## src/hw/rtl/pidb_pkg.sv

```systemverilog
package pidb_pkg;

  // Field and datapath widths
  localparam int DATA_W = 32;
  localparam int CFG_W  = 31;
  localparam int FRAC_W = 16;
  localparam int MUL_W  = 33;                // 32-bit signed, or error difference
  localparam int PROD_W = 2 * MUL_W;
  localparam int ACC_W  = PROD_W - FRAC_W;   // floored product and three-term sum

  // Command codes
  localparam logic [1:0] CMD_SET    = 2'd0;
  localparam logic [1:0] CMD_UNSET  = 2'd1;
  localparam logic [1:0] CMD_UPDATE = 2'd2;

  // Status codes
  localparam logic [2:0] ST_OK     = 3'd0;
  localparam logic [2:0] ST_FULL   = 3'd1;
  localparam logic [2:0] ST_BAD_KP = 3'd2;
  localparam logic [2:0] ST_BAD_KI = 3'd3;
  localparam logic [2:0] ST_BAD_KD = 3'd4;
  localparam logic [2:0] ST_UNUSED = 3'd5;

  // Configuration register indexes and reset values
  localparam int CFG_IDX_W = 1;
  localparam logic [CFG_IDX_W-1:0] CFG_UPDATE_PERIOD  = 1'b0;
  localparam logic [CFG_IDX_W-1:0] CFG_INVERSE_PERIOD = 1'b1;
  localparam logic [CFG_W-1:0] RST_UPDATE_PERIOD  = 31'd655;
  localparam logic [CFG_W-1:0] RST_INVERSE_PERIOD = 31'd6553600;

  typedef struct packed {
    logic [1:0]               command;
    logic [3:0]               slot;
    logic signed [DATA_W-1:0] gain_p;
    logic signed [DATA_W-1:0] gain_i;
    logic signed [DATA_W-1:0] gain_d;
    logic signed [DATA_W-1:0] integral_limit;
    logic signed [DATA_W-1:0] target;
    logic signed [DATA_W-1:0] measured;
  } in_item_t;

  typedef struct packed {
    logic [2:0]               status;
    logic [3:0]               slot_id;
    logic signed [DATA_W-1:0] drive;
  } out_item_t;

  // One slot's stored context, kept as one memory word
  typedef struct packed {
    logic signed [DATA_W-1:0] kp;
    logic signed [DATA_W-1:0] ki;
    logic signed [DATA_W-1:0] kd;
    logic signed [DATA_W-1:0] limit;
    logic signed [DATA_W-1:0] integ;
    logic signed [DATA_W-1:0] prev;
  } entry_t;

  typedef enum logic [3:0] {
    S_IDLE,
    S_DECODE,
    S_MUL_I,
    S_MUL_D,
    S_MUL_P,
    S_MUL_KI,
    S_MUL_KD,
    S_SUM,
    S_WB,
    S_DONE
  } state_t;

  // Saturate a wide signed value to 32 bits
  function automatic logic signed [DATA_W-1:0] sat32(input logic signed [ACC_W-1:0] v);
    logic [ACC_W-DATA_W:0] top;
    top = v[ACC_W-1:DATA_W-1];
    if ((&top) || !(|top)) begin
      return v[DATA_W-1:0];
    end else if (v[ACC_W-1]) begin
      return {1'b1, {(DATA_W-1){1'b0}}};
    end else begin
      return {1'b0, {(DATA_W-1){1'b1}}};
    end
  endfunction

  // Q16.16 product back to Q16.16, rounding toward minus infinity
  function automatic logic signed [ACC_W-1:0] floor_q16(input logic signed [PROD_W-1:0] p);
    return p[PROD_W-1:FRAC_W];
  endfunction

endpackage

```

## src/hw/rtl/pidb_mul.sv

```systemverilog
module pidb_mul
  import pidb_pkg::*;
(
  input  logic                     clk,
  input  logic signed [MUL_W-1:0]  a,
  input  logic signed [MUL_W-1:0]  b,
  output logic signed [PROD_W-1:0] prod_r
);

  // shared signed multiplier, product registered
  always_ff @(posedge clk) begin
    prod_r <= a * b;
  end

endmodule

```

## config.mk

```make
export PLATFORM = sky130hd
export DESIGN_NAME = pidb_mul
export DESIGN_NICKNAME = d
export VERILOG_FILES = /design/src/hw/rtl/pidb_pkg.sv /design/src/hw/rtl/pidb_mul.sv
export SDC_FILE = /design/constraint.sdc
export NUM_CORES = 2
export LEC_CHECK = 0
export BUFFER_PORTS_ARGS = -buffer_cell sky130_fd_sc_hd__buf_4
export CORE_UTILIZATION = 52
export CTS_BUF_LIST = sky130_fd_sc_hd__clkbuf_4 sky130_fd_sc_hd__clkbuf_8
export DETAILED_ROUTE_END_ITERATION = 7
export GPL_TIMING_DRIVEN = 0
export PLACE_DENSITY_LB_ADDON = 0.1
export SYNTH_ARGS = -nofsm -noshare
export SYNTH_HDL_FRONTEND = slang
export SYNTH_SLANG_ARGS = --single-unit
```

## constraint.sdc

```tcl
create_clock -name clk -period 22.1 [get_ports clk]
set_clock_uncertainty 0.1 [all_clocks]
set_input_delay 4.42 -clock clk [delete_from_list [all_inputs] [get_ports clk]]
set_output_delay 4.42 -clock clk [all_outputs]
set_load 0.02 [all_outputs]
```

## Word level (Yosys, flattened, before mapping)

Cells that the tools add are included.

| word-level totals | value |
|---|---|
| bits in registers | 66 |
| output and inout bits | 66 |

| cells by class | value |
|---|---|
| $mul | 1 |

Operator list:

| kind | number |
|---|---|
| $mul A33 B33 Y66 | 1 |

## Logic depth before layout (Yosys ltp)

| logic depth | value |
|---|---|
| depth after elaboration | 1 |
| depth in mapped cells | 27 |
| depth with buffers taken out | 26 |

## Worst setup path before layout

No wires, ideal clock.

| path | value |
|---|---|
| kind | input to register |
| start point | input a[32] |
| end point | register prod_r[62] |
| setup time | 0.079 ns |
| arrival time | 11.577 ns |
| required time | 21.921 ns |
| setup slack | 10.344 ns |
| cell stages on the path | 23 |
| path buffers | 2 |
| cells stage by stage | clkbuf_1 nand2_1 inv_1 fa_1 fa_1 fa_1 fa_1 fa_1 fa_1 fa_1 inv_1 fa_1 inv_1 ha_1 clkbuf_1 and3_1 nand3_1 nand2b_1 a2111oi_4 a211oi_4 a21o_2 a21o_1 a211oi_2 |

| between the ends | value |
|---|---|
| longest elaborated chain between the ends | 1 |

Ends and longest elaborated chain:

| what | RTL line | source |
|---|---|---|
| from (decl) | pidb_mul.sv:5 | `input logic signed [MUL_W-1:0] a,` |
| $mul A33 B33 Y66 | pidb_mul.sv:12 | `prod_r <= a * b;` |
| to (signal assigned) | pidb_mul.sv:12 |  |
| to (decl) | pidb_mul.sv:7 | `output logic signed [PROD_W-1:0] prod_r` |

No other way between the ends.

## Worst setup path in the final report

| path | value |
|---|---|
| start point | input b[12] |
| end point | register prod_r[58] |

| between the ends | value |
|---|---|
| longest elaborated chain between the ends | 1 |

Ends and longest elaborated chain:

| what | RTL line | source |
|---|---|---|
| from (decl) | pidb_mul.sv:6 | `input logic signed [MUL_W-1:0] b,` |
| $mul A33 B33 Y66 | pidb_mul.sv:12 |  |

No other way between the ends.

==> results.md <==
* Avg WL per Cell at between 20 and 30 um
* Fraction of layout cells with a size suffix above 1 at around 4.4%
* Synth Flop Type: dfxtp_1
* Routed vias at slightly above 30,000
* Syn Inst Count at 4,338
* Startpoint Class: input port
* Post-CTS Setup Inserts at 0
* Max reg flops at 66
* Async set-or-reset flop fraction in the synthesized netlist at 0%
* Seq cells post-synth at 66
* Nets at around 5,900
* Setup TNS at 0 ns
* I/O pin count at between 100 and 150
* Slew headroom at less than 1%
* Die area at 0.0795 sq mm
* Worst-path clk slew at 0.11 ns
* Top-area cell type share of the netlist area at a little under three fifths
* Fin crit share at between 50% and 60%
* Setup violations, final at 0
* Hold Violations, Final at 0
* Crit path time final at around 13 ns
* Distinct cells, synth at 80
* Crit. End Element: register
* Overall global routing resource usage at around 40%
* Total congestion overflow at 0
* EDFF count, synth at 0
* Vias per cell at approximately 5.6
* Port-buffer cells at 132
* Largest net degree at the start of global routing at 27
* Multi-input gate area at 0.0343 sq mm
* Core area at about 0.077 sq mm
* RSZ-0062 raised after global routing: false
* Status: finished clean
* CTS resizes at 0
* Main area contributors after synthesis: fa_1 (56%), inv_1 (10%), and2_1 (8.6%), ha_1 (6.7%), nand2_1 (5.1%)
* Cell Rows at ~100
* Vias in the first global route at around 32,000
* Worst setup path startpoint: b[12]
* Routed Antenna Nets at 0
* Max cap viols at 0
* Arrival @ worst endpoint at 13.39 ns
* Largest Register: prod_r
* Sequential Area at 0.00132 sq mm
* H-tree Lvls at 3
* Global-route wire length before repair at 218 mm
* Count leader, synth: fa_1
* Clock sink count at between 60 and 70
* Area delta synth->final at 6.30%
* Initial core utilization at approximately 53%
* Synth area leader: fa_1
* Largest regs: prod_r (66)
* Synth Cell Area at roughly 0.041 sq mm
* CP Max Fanout at 17
* Syn_nets at between 5,000 and 6,000
* GPL Wtd Cong at between 1 and 1.5
* Iteration-0 DRC Markers at 2,615
* Max Root-Sink Buffers at 2
* Syn_area_per_cell at approximately 9.4 sq um
* Min-Delay Endpoint: prod_r[0]
* Hold WC Path Type: in -> reg
* DP Wirelength at 128 mm
* Final Core Density at between 50% and 60%
* Crit path required time at ~22 ns
* Drt pass-1 iters at 6
* TritonCTS Buffers at 9
* Hold path cells at 2
* Root Driver: clkbuf_8
* # hold bufs at CTS at 0
* Type of the worst setup path: in -> reg
* Actual slew at the worst max-slew pin at around 1.5 ns
* Commonest cells post-synth: fa_1 (1,145), inv_1 (1,131), and2_1 (562), nand2_1 (551), ha_1 (217)
* Ys Warns at 0
* Final count of pins violating max slew at 0
* Final Routed Wirelength at between 150 and 200 mm
* Hold Path Origin: a[0]
* Die W at approximately 280 um
* FILL cells at approximately 7,300
* Die Y at roughly 280 um
* Sequential element share of the synthesized area at between 3 and 4%
* Fmax at about 76 MHz
* # DRC at 0
* CTS tree: yes
* Initial antenna violation count at 19
-- per-stage QoR --
step           instance area (sq um)  hold WS, ns  worst slack [ns]  cells
4_1_cts                        43300         4.35              8.93   5525
2_1_floorplan                  40700         4.45             10.34   4338
6_report                       43300         4.37              8.91   5534
3_3_place_gp                   43000         4.73              8.55   5510
5_1_grt                        43300         4.35              8.49   5525
3_5_place_dp                   43000         4.73              8.54   5510
-- per-layer routing --
metal  vias to the layer above  global-route usage [%]  routed length (um)
li1                      12627                       -                   -
met1                     16247                    48.8               53800
met2                      1531                    62.4               70000
met3                       482                    6.37               12100
met4                         4                    31.4               14600
met5                         -                       0                  28
-- placed cells by master (no fill, tap or decap), types with 4 or more instances in the layout --
master | synthesis | final
diode_2 | 0 | 9
o21a_1 | 6 | 6
nand2b_1 | 12 | 12
nor3_1 | 7 | 7
nand3_1 | 25 | 25
o211ai_1 | 4 | 4
a211oi_1 | 7 | 7
inv_1 | 1131 | 1131
fa_1 | 1145 | 1145
o21ai_1 | 6 | 6
o21ai_0 | 25 | 25
nand2_1 | 551 | 551
nand4_1 | 11 | 11
o21bai_1 | 11 | 11
nor2_1 | 68 | 68
and3_1 | 5 | 5
buf_4 | 0 | 132
clkbuf_1 | 208 | 208
a21o_1 | 36 | 36
nor2b_1 | 5 | 5
dfxtp_1 | 66 | 66
and4_1 | 5 | 5
xor2_1 | 25 | 25
a31oi_1 | 8 | 8
xnor2_1 | 43 | 43
clkbuf_8 | 0 | 11
ha_1 | 217 | 217
buf_2 | 11 | 11
and2_1 | 562 | 562
a211o_1 | 6 | 6
a21oi_1 | 57 | 57
-- worst max-delay path: stages --
cell and delay [ns]:
buf_4 0.19, clkbuf_1 0.91, nand2_1 0.37, fa_1 0.59
fa_1 0.44, fa_1 0.57, inv_1 0.07, fa_1 1.27
fa_1 0.59, fa_1 0.50, fa_1 0.50, inv_1 0.05
fa_1 0.47, inv_1 0.04, ha_1 0.26, clkbuf_1 0.31
and3_1 0.21, nand3_1 0.21, nand2b_1 0.30, a2111oi_4 0.35
a211oi_4 0.13, a21oi_2 0.25, nor4b_2 0.08, a311oi_1 0.28
-- logic make-up (layout without fill, tap and decap cells) --
family	after synthesis	after routing	share of synthesized area (%)
compound gates	219	219	4.07
xor+xnor	68	68	1.46
flops	66	66	3.24
buf+inv	1352	1499	12.5
simple gates	1271	1271	15.8
other cells	0	9	0
fa+ha+maj	1362	1362	62.9
-- worst max-delay path by stage --
stage                     slack (ns)          to
after floorplan                10.34  prod_r[62]
after global placement          8.55  prod_r[62]
after detailed placement        8.54  prod_r[62]
after CTS                       8.93  prod_r[62]
after global routing            8.49  prod_r[58]
final                           8.91  prod_r[58]
-- final cells by class --
cell class                      instances  share of cell area, %
Multi-Input combinational cell       2920                   79.3
Inverter                             1131                   9.80
Sequential cell                        66                   3.05
Tap cell                             1040                   3.01
Timing Repair Buffer                  132                   2.29
Buffer                                221                   1.96
Clock buffer                           11                  0.350
Clock inverter                          4                  0.228
Antenna cell                            9                 0.0520
Power is left out: the tool's default activity adds up to more than one toggle a clock period on the data nets, which glitch-free logic cannot reach.
